**src/hdl/sha_pkg.sv**
```systemverilog
package sha_pkg;

	localparam int unsigned NUM_ROUNDS = 64;
	localparam int unsigned BLOCK_WORDS = 16;

	// controller state codes
	localparam logic [2:0] ST_IDLE  = 3'd0;
	localparam logic [2:0] ST_PAD   = 3'd1;
	localparam logic [2:0] ST_PAD2  = 3'd2;
	localparam logic [2:0] ST_LOAD  = 3'd3;
	localparam logic [2:0] ST_ROUND = 3'd4;
	localparam logic [2:0] ST_ADD   = 3'd5;
	localparam logic [2:0] ST_OUT   = 3'd6;

	// which block the compression belongs to
	localparam logic [1:0] PH_DATA = 2'd0;
	localparam logic [1:0] PH_PAD1 = 2'd1;
	localparam logic [1:0] PH_PAD2 = 2'd2;

	localparam logic [7:0] PAD_BYTE = 8'h80;
	localparam logic [5:0] LEN_POS = 6'd56;

	typedef struct packed {
		logic write_byte;
		logic pad1;
		logic pad2;
		logic load;
		logic round;
		logic add;
		logic out_step;
		logic clear_msg;
	} sha_cmd_t;

	typedef struct packed {
		logic block_full_next;
		logic pos_ge56;
		logic round_last;
		logic out_last;
	} sha_status_t;

	function automatic logic [31:0] initial_hash(input logic [2:0] i);
		logic [31:0] r;
		case (i)
			3'd0: r = 32'h6a09e667;
			3'd1: r = 32'hbb67ae85;
			3'd2: r = 32'h3c6ef372;
			3'd3: r = 32'ha54ff53a;
			3'd4: r = 32'h510e527f;
			3'd5: r = 32'h9b05688c;
			3'd6: r = 32'h1f83d9ab;
			default: r = 32'h5be0cd19;
		endcase
		return r;
	endfunction

	function automatic logic [31:0] round_const(input logic [5:0] t);
		logic [31:0] r;
		case (t)
			6'd0: r = 32'h428a2f98; 6'd1: r = 32'h71374491;
			6'd2: r = 32'hb5c0fbcf; 6'd3: r = 32'he9b5dba5;
			6'd4: r = 32'h3956c25b; 6'd5: r = 32'h59f111f1;
			6'd6: r = 32'h923f82a4; 6'd7: r = 32'hab1c5ed5;
			6'd8: r = 32'hd807aa98; 6'd9: r = 32'h12835b01;
			6'd10: r = 32'h243185be; 6'd11: r = 32'h550c7dc3;
			6'd12: r = 32'h72be5d74; 6'd13: r = 32'h80deb1fe;
			6'd14: r = 32'h9bdc06a7; 6'd15: r = 32'hc19bf174;
			6'd16: r = 32'he49b69c1; 6'd17: r = 32'hefbe4786;
			6'd18: r = 32'h0fc19dc6; 6'd19: r = 32'h240ca1cc;
			6'd20: r = 32'h2de92c6f; 6'd21: r = 32'h4a7484aa;
			6'd22: r = 32'h5cb0a9dc; 6'd23: r = 32'h76f988da;
			6'd24: r = 32'h983e5152; 6'd25: r = 32'ha831c66d;
			6'd26: r = 32'hb00327c8; 6'd27: r = 32'hbf597fc7;
			6'd28: r = 32'hc6e00bf3; 6'd29: r = 32'hd5a79147;
			6'd30: r = 32'h06ca6351; 6'd31: r = 32'h14292967;
			6'd32: r = 32'h27b70a85; 6'd33: r = 32'h2e1b2138;
			6'd34: r = 32'h4d2c6dfc; 6'd35: r = 32'h53380d13;
			6'd36: r = 32'h650a7354; 6'd37: r = 32'h766a0abb;
			6'd38: r = 32'h81c2c92e; 6'd39: r = 32'h92722c85;
			6'd40: r = 32'ha2bfe8a1; 6'd41: r = 32'ha81a664b;
			6'd42: r = 32'hc24b8b70; 6'd43: r = 32'hc76c51a3;
			6'd44: r = 32'hd192e819; 6'd45: r = 32'hd6990624;
			6'd46: r = 32'hf40e3585; 6'd47: r = 32'h106aa070;
			6'd48: r = 32'h19a4c116; 6'd49: r = 32'h1e376c08;
			6'd50: r = 32'h2748774c; 6'd51: r = 32'h34b0bcb5;
			6'd52: r = 32'h391c0cb3; 6'd53: r = 32'h4ed8aa4a;
			6'd54: r = 32'h5b9cca4f; 6'd55: r = 32'h682e6ff3;
			6'd56: r = 32'h748f82ee; 6'd57: r = 32'h78a5636f;
			6'd58: r = 32'h84c87814; 6'd59: r = 32'h8cc70208;
			6'd60: r = 32'h90befffa; 6'd61: r = 32'ha4506ceb;
			6'd62: r = 32'hbef9a3f7;
			default: r = 32'hc67178f2;
		endcase
		return r;
	endfunction

	function automatic logic [31:0] big_sigma0(input logic [31:0] x);
		return {x[1:0], x[31:2]} ^ {x[12:0], x[31:13]} ^ {x[21:0], x[31:22]};
	endfunction

	function automatic logic [31:0] big_sigma1(input logic [31:0] x);
		return {x[5:0], x[31:6]} ^ {x[10:0], x[31:11]} ^ {x[24:0], x[31:25]};
	endfunction

	function automatic logic [31:0] small_sigma0(input logic [31:0] x);
		return {x[6:0], x[31:7]} ^ {x[17:0], x[31:18]} ^ {3'b000, x[31:3]};
	endfunction

	function automatic logic [31:0] small_sigma1(input logic [31:0] x);
		return {x[16:0], x[31:17]} ^ {x[18:0], x[31:19]} ^ {10'b0, x[31:10]};
	endfunction

endpackage

```
**src/hdl/sha_ctrl.sv**
```systemverilog
module sha_ctrl import sha_pkg::*; (
	input  logic        clk,
	input  logic        arst_n,
	input  logic        in_valid,
	output logic        in_ready,
	input  logic        byte_present,
	input  logic        end_of_message,
	output logic        out_valid,
	input  logic        out_ready,
	input  sha_status_t status,
	output sha_cmd_t    cmd
);

	logic [2:0] state_q, state_d;
	logic [1:0] phase_q, phase_d;
	logic       eom_q, eom_d;
	logic       two_q, two_d;
	logic       in_xfer;

	assign in_ready  = (state_q == ST_IDLE);
	assign out_valid = (state_q == ST_OUT);
	assign in_xfer   = in_valid && in_ready;

	// next state and datapath commands
	always_comb begin
		state_d = state_q;
		phase_d = phase_q;
		eom_d   = eom_q;
		two_d   = two_q;
		cmd     = '0;
		case (state_q)
			ST_IDLE: begin
				if (in_xfer) begin
					cmd.write_byte = byte_present;
					if (byte_present && status.block_full_next) begin
						eom_d   = end_of_message;
						phase_d = PH_DATA;
						state_d = ST_LOAD;
					end else if (end_of_message) begin
						state_d = ST_PAD;
					end
				end
			end
			ST_PAD: begin
				cmd.pad1 = 1'b1;
				two_d    = status.pos_ge56;
				phase_d  = PH_PAD1;
				state_d  = ST_LOAD;
			end
			ST_PAD2: begin
				cmd.pad2 = 1'b1;
				phase_d  = PH_PAD2;
				state_d  = ST_LOAD;
			end
			ST_LOAD: begin
				cmd.load = 1'b1;
				state_d  = ST_ROUND;
			end
			ST_ROUND: begin
				cmd.round = 1'b1;
				if (status.round_last) begin
					state_d = ST_ADD;
				end
			end
			ST_ADD: begin
				cmd.add = 1'b1;
				case (phase_q)
					PH_DATA: state_d = eom_q ? ST_PAD : ST_IDLE;
					PH_PAD1: state_d = two_q ? ST_PAD2 : ST_OUT;
					default: state_d = ST_OUT;
				endcase
			end
			ST_OUT: begin
				if (out_ready) begin
					cmd.out_step = 1'b1;
					if (status.out_last) begin
						cmd.clear_msg = 1'b1;
						state_d = ST_IDLE;
					end
				end
			end
			default: begin
				state_d = ST_IDLE;
			end
		endcase
	end

	// state registers
	always_ff @(posedge clk or negedge arst_n) begin
		if (!arst_n) begin
			state_q <= ST_IDLE;
			phase_q <= PH_DATA;
			eom_q   <= 1'b0;
			two_q   <= 1'b0;
		end else begin
			state_q <= state_d;
			phase_q <= phase_d;
			eom_q   <= eom_d;
			two_q   <= two_d;
		end
	end

endmodule

```
**src/hdl/sha_dp.sv**
```systemverilog
module sha_dp import sha_pkg::*; (
	input  logic        clk,
	input  logic        arst_n,
	input  logic [7:0]  data_byte,
	input  sha_cmd_t    cmd,
	output sha_status_t status,
	output logic [31:0] digest_word,
	output logic [2:0]  word_number,
	output logic        final_word
);

	logic [31:0] chain_q [8];
	logic [31:0] work_q [8];
	logic [31:0] win_q [BLOCK_WORDS];
	logic [31:0] pad_words [BLOCK_WORDS];
	logic [5:0]  count_q;
	logic [63:0] bits_q;
	logic [63:0] len_q;
	logic [63:0] len_now;
	logic [63:0] len_use;
	logic [5:0]  round_q;
	logic [2:0]  out_idx_q;
	logic [31:0] t1, t2, w_next;

	assign status.block_full_next = (count_q == 6'd63);
	assign status.pos_ge56        = (count_q >= LEN_POS);
	assign status.round_last      = (round_q == 6'(NUM_ROUNDS - 1));
	assign status.out_last        = (out_idx_q == 3'd7);

	assign digest_word = chain_q[out_idx_q];
	assign word_number = out_idx_q;
	assign final_word  = (out_idx_q == 3'd7);

	// message length in bits at the pad point
	assign len_now = bits_q + {55'd0, count_q, 3'b000};
	assign len_use = cmd.pad1 ? len_now : len_q;

	// padded block image: bytes at and above the pending count replaced, or the whole block for the second pad block
	always_comb begin
		logic [5:0] bi;
		logic [7:0] b;
		for (int i = 0; i < 64; i++) begin
			bi = 6'(i);
			if (cmd.pad1 && bi < count_q) begin
				b = win_q[i / 4][31 - 8 * (i % 4) -: 8];
			end else if (cmd.pad1 && bi == count_q) begin
				b = PAD_BYTE;
			end else begin
				b = 8'h00;
			end
			if (bi >= LEN_POS && (cmd.pad2 || count_q < LEN_POS)) begin
				b = len_use[8 * (7 - (i % 8)) +: 8];
			end
			pad_words[i / 4][31 - 8 * (i % 4) -: 8] = b;
		end
	end

	// one compression round and the schedule word entering the window
	always_comb begin
		t1 = work_q[7] + big_sigma1(work_q[4])
			+ ((work_q[4] & work_q[5]) ^ (~work_q[4] & work_q[6]))
			+ round_const(round_q) + win_q[0];
		t2 = big_sigma0(work_q[0])
			+ ((work_q[0] & work_q[1]) ^ (work_q[0] & work_q[2]) ^ (work_q[1] & work_q[2]));
		w_next = small_sigma1(win_q[14]) + win_q[9] + small_sigma0(win_q[1]) + win_q[0];
	end

	// message window: byte writes, padding, schedule shift
	always_ff @(posedge clk) begin
		if (cmd.write_byte) begin
			win_q[count_q[5:2]][31 - 8 * count_q[1:0] -: 8] <= data_byte;
		end else if (cmd.pad1 || cmd.pad2) begin
			win_q <= pad_words;
		end else if (cmd.round) begin
			for (int i = 0; i < BLOCK_WORDS - 1; i++) begin
				win_q[i] <= win_q[i + 1];
			end
			win_q[BLOCK_WORDS - 1] <= w_next;
		end
		if (cmd.pad1) begin
			len_q <= len_now;
		end
	end

	// working variables
	always_ff @(posedge clk) begin
		if (cmd.load) begin
			work_q <= chain_q;
		end else if (cmd.round) begin
			work_q[0] <= t1 + t2;
			work_q[1] <= work_q[0];
			work_q[2] <= work_q[1];
			work_q[3] <= work_q[2];
			work_q[4] <= work_q[3] + t1;
			work_q[5] <= work_q[4];
			work_q[6] <= work_q[5];
			work_q[7] <= work_q[6];
		end
	end

	// chaining value, counters
	always_ff @(posedge clk or negedge arst_n) begin
		if (!arst_n) begin
			for (int i = 0; i < 8; i++) begin
				chain_q[i] <= initial_hash(3'(i));
			end
			count_q   <= '0;
			bits_q    <= '0;
			round_q   <= '0;
			out_idx_q <= '0;
		end else begin
			if (cmd.clear_msg) begin
				for (int i = 0; i < 8; i++) begin
					chain_q[i] <= initial_hash(3'(i));
				end
				count_q <= '0;
				bits_q  <= '0;
			end else if (cmd.add) begin
				for (int i = 0; i < 8; i++) begin
					chain_q[i] <= chain_q[i] + work_q[i];
				end
			end
			if (cmd.write_byte) begin
				count_q <= count_q + 6'd1;
				if (count_q == 6'd63) begin
					bits_q <= bits_q + 64'd512;
				end
			end
			if (cmd.load) begin
				round_q <= '0;
			end else if (cmd.round) begin
				round_q <= round_q + 6'd1;
			end
			if (cmd.out_step) begin
				out_idx_q <= out_idx_q + 3'd1;
			end
		end
	end

endmodule

```
**src/hdl/sha256_byte_stream_hasher.sv**
```systemverilog
// channel  direction  handshake             payload
// in       input      in_valid / in_ready   data_byte, byte_present, end_of_message
// out      output     out_valid / out_ready digest_word, word_number, final_word
//
// a plain byte is written into the block buffer; a byte that completes a 64-byte block
// also starts a compression (load, 64 rounds of the single round unit, add).
// the final item adds one or two padding compressions, then 8 output transfers.
// in_ready is low while a block compresses or the digest is being read out.
// out_valid holds each digest word until out_ready takes it.
// arst_n clears the controller and loads the initial hash values.
module sha256_byte_stream_hasher import sha_pkg::*; (
	input  logic        clk,
	input  logic        arst_n,
	input  logic        in_valid,
	output logic        in_ready,
	input  logic [7:0]  data_byte,
	input  logic        byte_present,
	input  logic        end_of_message,
	output logic        out_valid,
	input  logic        out_ready,
	output logic [31:0] digest_word,
	output logic [2:0]  word_number,
	output logic        final_word
);

	sha_cmd_t    cmd;
	sha_status_t status;

	// sequencer
	sha_ctrl u_ctrl (
		.clk            (clk),
		.arst_n         (arst_n),
		.in_valid       (in_valid),
		.in_ready       (in_ready),
		.byte_present   (byte_present),
		.end_of_message (end_of_message),
		.out_valid      (out_valid),
		.out_ready      (out_ready),
		.status         (status),
		.cmd            (cmd)
	);

	// block buffer, round unit and hash state
	sha_dp u_dp (
		.clk         (clk),
		.arst_n      (arst_n),
		.data_byte   (data_byte),
		.cmd         (cmd),
		.status      (status),
		.digest_word (digest_word),
		.word_number (word_number),
		.final_word  (final_word)
	);

endmodule

```
**config.mk**
```make
export PLATFORM = sky130hd
export DESIGN_NAME = sha256_byte_stream_hasher
export DESIGN_NICKNAME = d
export VERILOG_FILES = /design/src/hdl/sha_pkg.sv /design/src/hdl/sha_ctrl.sv /design/src/hdl/sha_dp.sv /design/src/hdl/sha256_byte_stream_hasher.sv
export SDC_FILE = /design/constraint.sdc
export NUM_CORES = 2
export LEC_CHECK = 0
export BUFFER_PORTS_ARGS = -buffer_cell sky130_fd_sc_hd__buf_2
export CORE_MARGIN = 3
export CORE_UTILIZATION = 50
export CTS_CLUSTER_SIZE = 24
export DETAILED_ROUTE_END_ITERATION = 12
export PLACE_DENSITY = 0.74
export SLEW_MARGIN = 20
export SYNTH_ARGS = -nofsm -noshare
export SYNTH_HDL_FRONTEND = slang
export SYNTH_SLANG_ARGS = --single-unit
```
**constraint.sdc**
```tcl
create_clock -name clk -period 10.1 [get_ports clk]
set_input_delay 0 -clock clk [delete_from_list [all_inputs] [get_ports clk]]
set_output_delay 0 -clock clk [all_outputs]
set_load 0.01 [all_outputs]
```
After elaboration in Yosys (flattened, before gate mapping):

Memories as Yosys holds them, arrays and structs flattened.
Index checks and enable logic that the tools add are counted.

* shift-type cells: 2
* bitwise logic cells: 19
* mux-type cells: 180
* equality and inequality tests: 143
* reduce and logical (&&, ||, !) cells: 209
* $lt $le $gt $ge: 69
* multiply operators: 0
* $add $sub $neg: 25
* divide/modulo/power cells: 0

Operators with widths (count)
* 512-bit two-way mux: 3
* 8-bit two-way mux: 136
* 256-bit two-way mux: 4
* 32-bit adder: 18
* 512-bit bitwise mux: 1
* 32-bit XOR: 9
* 64-bit two-way mux: 4
* 6-bit == test, first input constant: 32
* 6-bit < comparator, first input constant: 32
* 3-bit inequality test, second input constant: 57
* 32-bit bitwise AND: 5
* 1-bit logical AND: 131
* 32-bit demux with 4-bit select: 1
* 2-bit AND reduction: 64
* 32-bit binary-select mux with 3-bit select: 1
* 5-bit by 6-bit == test with 1-bit output, first input constant: 16
* 5-bit by 6-bit < comparator with 1-bit output, first input constant: 16
* 32-bit two-way mux: 3
* 64-bit by 10-bit adder with 64-bit output, second input constant: 1
* 64-bit by 9-bit adder with 64-bit output: 1
* 4-bit by 6-bit == test with 1-bit output, first input constant: 8
* 4-bit by 6-bit < comparator with 1-bit output, first input constant: 8
* 8-bit by 34-bit variable shift with 39-bit output, first input constant: 1
* 8-bit by 34-bit indexed part select with 39-bit output: 1
* 44 further kinds: 94

* output and inout port bits: 38
* input port bits: 14
* bits in writable memories: 0
* ROM bits: 2048
* bits in latches: 0
* memories: 1
* register bits after elaboration: 1174
* word-level logic and storage cells: 737

Memories
* (name not given): words 64, width 32, rd ports 1, clocked after memory_dff 0, wr ports 0, RTL line sha_pkg.sv:58 `case (t)`

Logic depth before layout (Yosys ltp):

* depth after elaboration: 9
* depth in mapped cells: 40
* gate-level depth less buffers: 38

Modules after synthesis:

From an unflattened synthesis, not the netlist that was laid out.

* cells, all modules: 8210
* area total of the unflattened synthesis: 80709.9 sq um

Modules (own cells, without submodules)
* sha_dp: cells an instance 8159, area each 80239.5 sq um, sequential area each 32896.6 sq um, times used 1
* sha_ctrl: cells an instance 51, area each 470.5 sq um, sequential area each 175.2 sq um, times used 1

Worst setup path after synthesis:

No wires, ideal clock.

* kind: register -> register
* start: register u_dp.round_q[1]
* end: register u_dp.work_q[255] in the netlist's numbering, data pin
* data required time: 9.830 ns
* path slack: 1.244 ns
* period minus slack after synthesis: 8.856 ns
* stages on the path, launching flop included: 39
* setup time: 0.270 ns
* arrival: 8.586 ns
* buffers on the path: 3
* path through: dfrtp_1 clkbuf_1 inv_1 ha_1 or2_2 clkbuf_1 a21oi_1 a21oi_1 mux4_2 fa_1 inv_1 fa_1 fa_1 inv_1 ha_1 a21o_1 a21oi_1 o21bai_1 [... 3 more ...] a21oi_1 o21bai_1 a21oi_1 xnor2_1 fa_1 ha_1 clkbuf_1 a21o_1 a21o_1 a21oi_1 o31ai_1 or4_1 o22a_1 a211o_1 o211ai_1 xnor2_1 xnor2_1 a21oi_1

* word-level cells in the longest chain between the ends: 6

RTL lines
* start, declared: RTL line sha_dp.sv:21 `logic [5:0] round_q;`
* start signal, assigned: RTL line sha_dp.sv:132 `round_q <= round_q + 6'd1;`
* memory read 64 x 32 bit
* 32-bit adder (2 in a row): RTL line sha_dp.sv:62 `+ round_const(round_q) + win_q[0];`
* 32-bit adder: RTL line sha_dp.sv:90 `work_q[0] <= t1 + t2;`
* 256-bit two-way mux: RTL line sha_dp.sv:89 `end else if (cmd.round) begin`
* 256-bit two-way mux: RTL line sha_dp.sv:87 `if (cmd.load) begin`
* end signal, assigned: RTL line sha_dp.sv:88 `work_q <= chain_q;`
* end, declared: RTL line sha_dp.sv:13 `logic [31:0] work_q [8];`

Every way passes these cells. The select of a mux whose other input is x is not followed.
A chain may end at the register's enable or synchronous reset.

Final worst setup path:

* start: register u_dp.round_q[1]
* end: register u_dp.work_q[254] in the netlist's numbering, data pin

Same word-level chain as after synthesis.

==> metrics.txt <==
CP peak stage delay=570 ps; critical path type=reg2reg; Post-synth EDFFs=768; Pwr Density=116 nW/µm²; TritonCTS Buffers=135; slowest CP cell=xor2_1; FF-to-FF Start=u_dp.round_q[1]$_DFFE_PN0P_; Tcrit/Tclk final=0.928; first-pass GRT wire length=411000 µm; Max Cap Violations=0; effective utilization at floorplan=0.505; Critical Path AT=9860 ps; IO Count=52; crit path from=u_dp.round_q[1]$_DFFE_PN0P_; post-CTS setup buffers=0; vias per cell=6.45; DR DRC count=0; worst rel slew slack=0.113; final WL=279000 µm; Setup Viol. Count Final=0; Worst setup SP type=flop; R2R depth=33; crit path buf inv count=4; clock root buffer=clkbuf_16; commonest non-fill, non-tap cells in the layout=1605 x nand2_1, 957 x o21ai_0, 768 x edfxtp_1; outcome=completed; most common cell after layout, fill and taps aside=nand2_1; Die W=404 µm; Vias=67800; Worst EP required=10590 ps; H-tree levels=4; hold_ws=14.9 ps; Critical Path Most Common Cell=fa_1; clk_lat worst skew=830 ps; R2R Setup Slk=730 ps; Area growth, synth to finish=8.70%; die area=163000 µm²; CTS tree=done; predominant post-synthesis flop cell=edfxtp_1; Synth async-reset ratio=0.291; hold-fix buffers at CTS=12; synthesized cell area=79200 µm²; die height=404 µm; DR pass1 iterations=7; achievable frequency=107 MHz; number of global-route vias before repair=63900; dpl hpwl=202000 µm; Setup Skew=52.1 ps; Rows=145; YS warnings=0; syn nets=9076; Wirelength per Cell=26.6 µm; initial antenna violation count=9; # clock sinks=1174; CP Capture Point=u_dp.work_q[254]$_DFFE_PP_; total track usage=0.334; Routed Antenna Nets=0; HP Class=in2async; RSZ-0062 raised after global routing=no; Synth cell types=92; clock transition at the registers of the reported paths=60 ps; RD Place Congestion=1.03; CP delay by family, top=adder cells; # port buffers=51; Worst Tran Pin Value=1320 ps; Mean Syn Cell Area=9.36 µm²; Worst Path Max Fanout=26; Tmin final=9370 ps; sequential area share after synthesis=0.418; share of cells above drive strength 1=0.0852; VDD IR max=0.180 mV; nets@finish=8947; Initial DRC Count=9174; Mapped Cells=8460; Post-CTS Resized=0; register bit count reported by yosys=1174; post-route setup slack=729 ps; largest net degree at the start of global routing=161; Slew Limit Fails=0; core area=157000 µm²; final number of hold-violating endpoints=0; setup TNS=0 ps; Leak Pwr=35.0 nW; Place WS=975 ps; CP Depth=33; Crit Reg-Reg Endpoint=u_dp.work_q[254]$_DFFE_PP_; Critical Path End Type=flop; Clock Path Buffers=3; global route total overflow=0
[power breakdown]
part | switching [W] | leakage, nW | total [W] | internal [W]
clock network | 0.00220 | 2.09 | 0.00486 | 0.00266
logic | 0.0000410 | 20.6 | 0.0000485 | 0.00000748
registers | 0 | 12.3 | 0.00508 | 0.00508
[worst min-delay path by stage]
stage	start	slack, ps	end
after floorplan	arst_n	-300	u_ctrl.eom_q$_DFFE_PN0P_
after global placement	arst_n	50	u_dp.chain_q[63]$_DFFE_PN0P_
after detailed placement	arst_n	20	u_dp.round_q[2]$_DFFE_PN0P_
after CTS	arst_n	6	u_dp.chain_q[95]$_DFFE_PN1P_
after global routing	arst_n	30	u_dp.chain_q[95]$_DFFE_PN1P_
final	arst_n	10	u_dp.chain_q[95]$_DFFE_PN1P_
[final cells by class]
| type | count | area (µm²) |
|---|---|---|
| diodes | 5 | 12.5 |
| clock buffers | 188 | 3730 |
| clock inverters | 64 | 579 |
| fillers | 13900 | 70700 |
| inverters | 315 | 1190 |
| multi-input cells | 6507 | 43400 |
| flip-flops and latches | 1174 | 33100 |
| well taps | 2058 | 2570 |
| repair buffers | 198 | 1470 |
[per-layer routing]
layer  global-route usage  vias up  part of all wire
met1                0.451    33000              0.39
met5                    0        -          0.000082
met4                0.179        4             0.064
met2                0.505     4026              0.43
met3               0.0729      890              0.11
li1                     -    29900                 -
[cell families after synthesis]
kind of cell             Yosys count  synth area share
AND/OR/NAND/NOR                 2745             0.148
AO/OA/AOI/OAI                   2343             0.178
flip-flops                      1174             0.418
buffers and inverters            779            0.0370
XOR/XNOR                         639            0.0709
adder cells (fa/ha/maj)          626             0.117
multiplexers                     154            0.0316
[worst register-to-register path, delay by kind of cell (launching register included)]
kind	cells	cell delay, ps
adder cells (fa/ha/maj)	8	3330
AO/OA/AOI/OAI	11	2800
buffers and inverters	4	630
flip-flops	1	370
AND/OR/NAND/NOR	7	700
XOR/XNOR	2	730
multiplexers	1	530
[cells in the mapped netlist, drive strengths merged, types with 43 or more instances]
library cell	count	share of area
nand2	1606	0.076
o21ai	972	0.062
edfxtp	768	0.29
a21oi	555	0.035
nor2	442	0.021
clkbuf	418	0.020
ha	406	0.064
xnor2	393	0.043
inv	314	0.015
xor2	245	0.027
dfrtp	206	0.065
nand3	199	0.013
fa	196	0.050
a21o	181	0.017
dfstp	136	0.045
nor3	134	0.0085
nand2b	78	0.0062
mux4	72	0.020
dfxtp	64	0.016
o22ai	60	0.0047
a211oi	59	0.0056
o21a	59	0.0056
nor2b	57	0.0045
a31oi	52	0.0041
o21bai	50	0.0047
a221o	46	0.0058
buf	46	0.0022
mux2	46	0.0065
o211ai	45	0.0043
nand4	44	0.0035
o31ai	44	0.0042
and3	43	0.0034
or3	43	0.0034
[flip-flops by register name, indices dropped and copies added, names as in the netlist]
name              count
u_ctrl.eom_q          1
u_ctrl.phase_q        2
u_ctrl.state_q        3
u_ctrl.two_q          1
u_dp.bits_q          64
u_dp.chain_q        256
u_dp.count_q          6
u_dp.len_q           64
u_dp.round_q          6
u_dp.win_q          512
u_dp.word_number      3
u_dp.work_q         256
[stage by stage]
| stage | instances | util | instance area (µm²) | total power (W) |
|---|---|---|---|---|
| 6_report | 10500 | 0.549 | 86000 | 0.00998 |
| 5_1_grt | 10500 | 0.549 | 86000 | 0.0102 |
| 4_1_cts | 10500 | 0.548 | 85900 | 0.0100 |
| 3_5_place_dp | 10200 | 0.520 | 81400 | 0.00522 |
| 3_3_place_gp | 10200 | 0.519 | 81400 | 0.00522 |
| 2_1_floorplan | 8460 | - | 79200 | 0.00517 |
No activity file was read; power rests on OpenSTA's default activity.
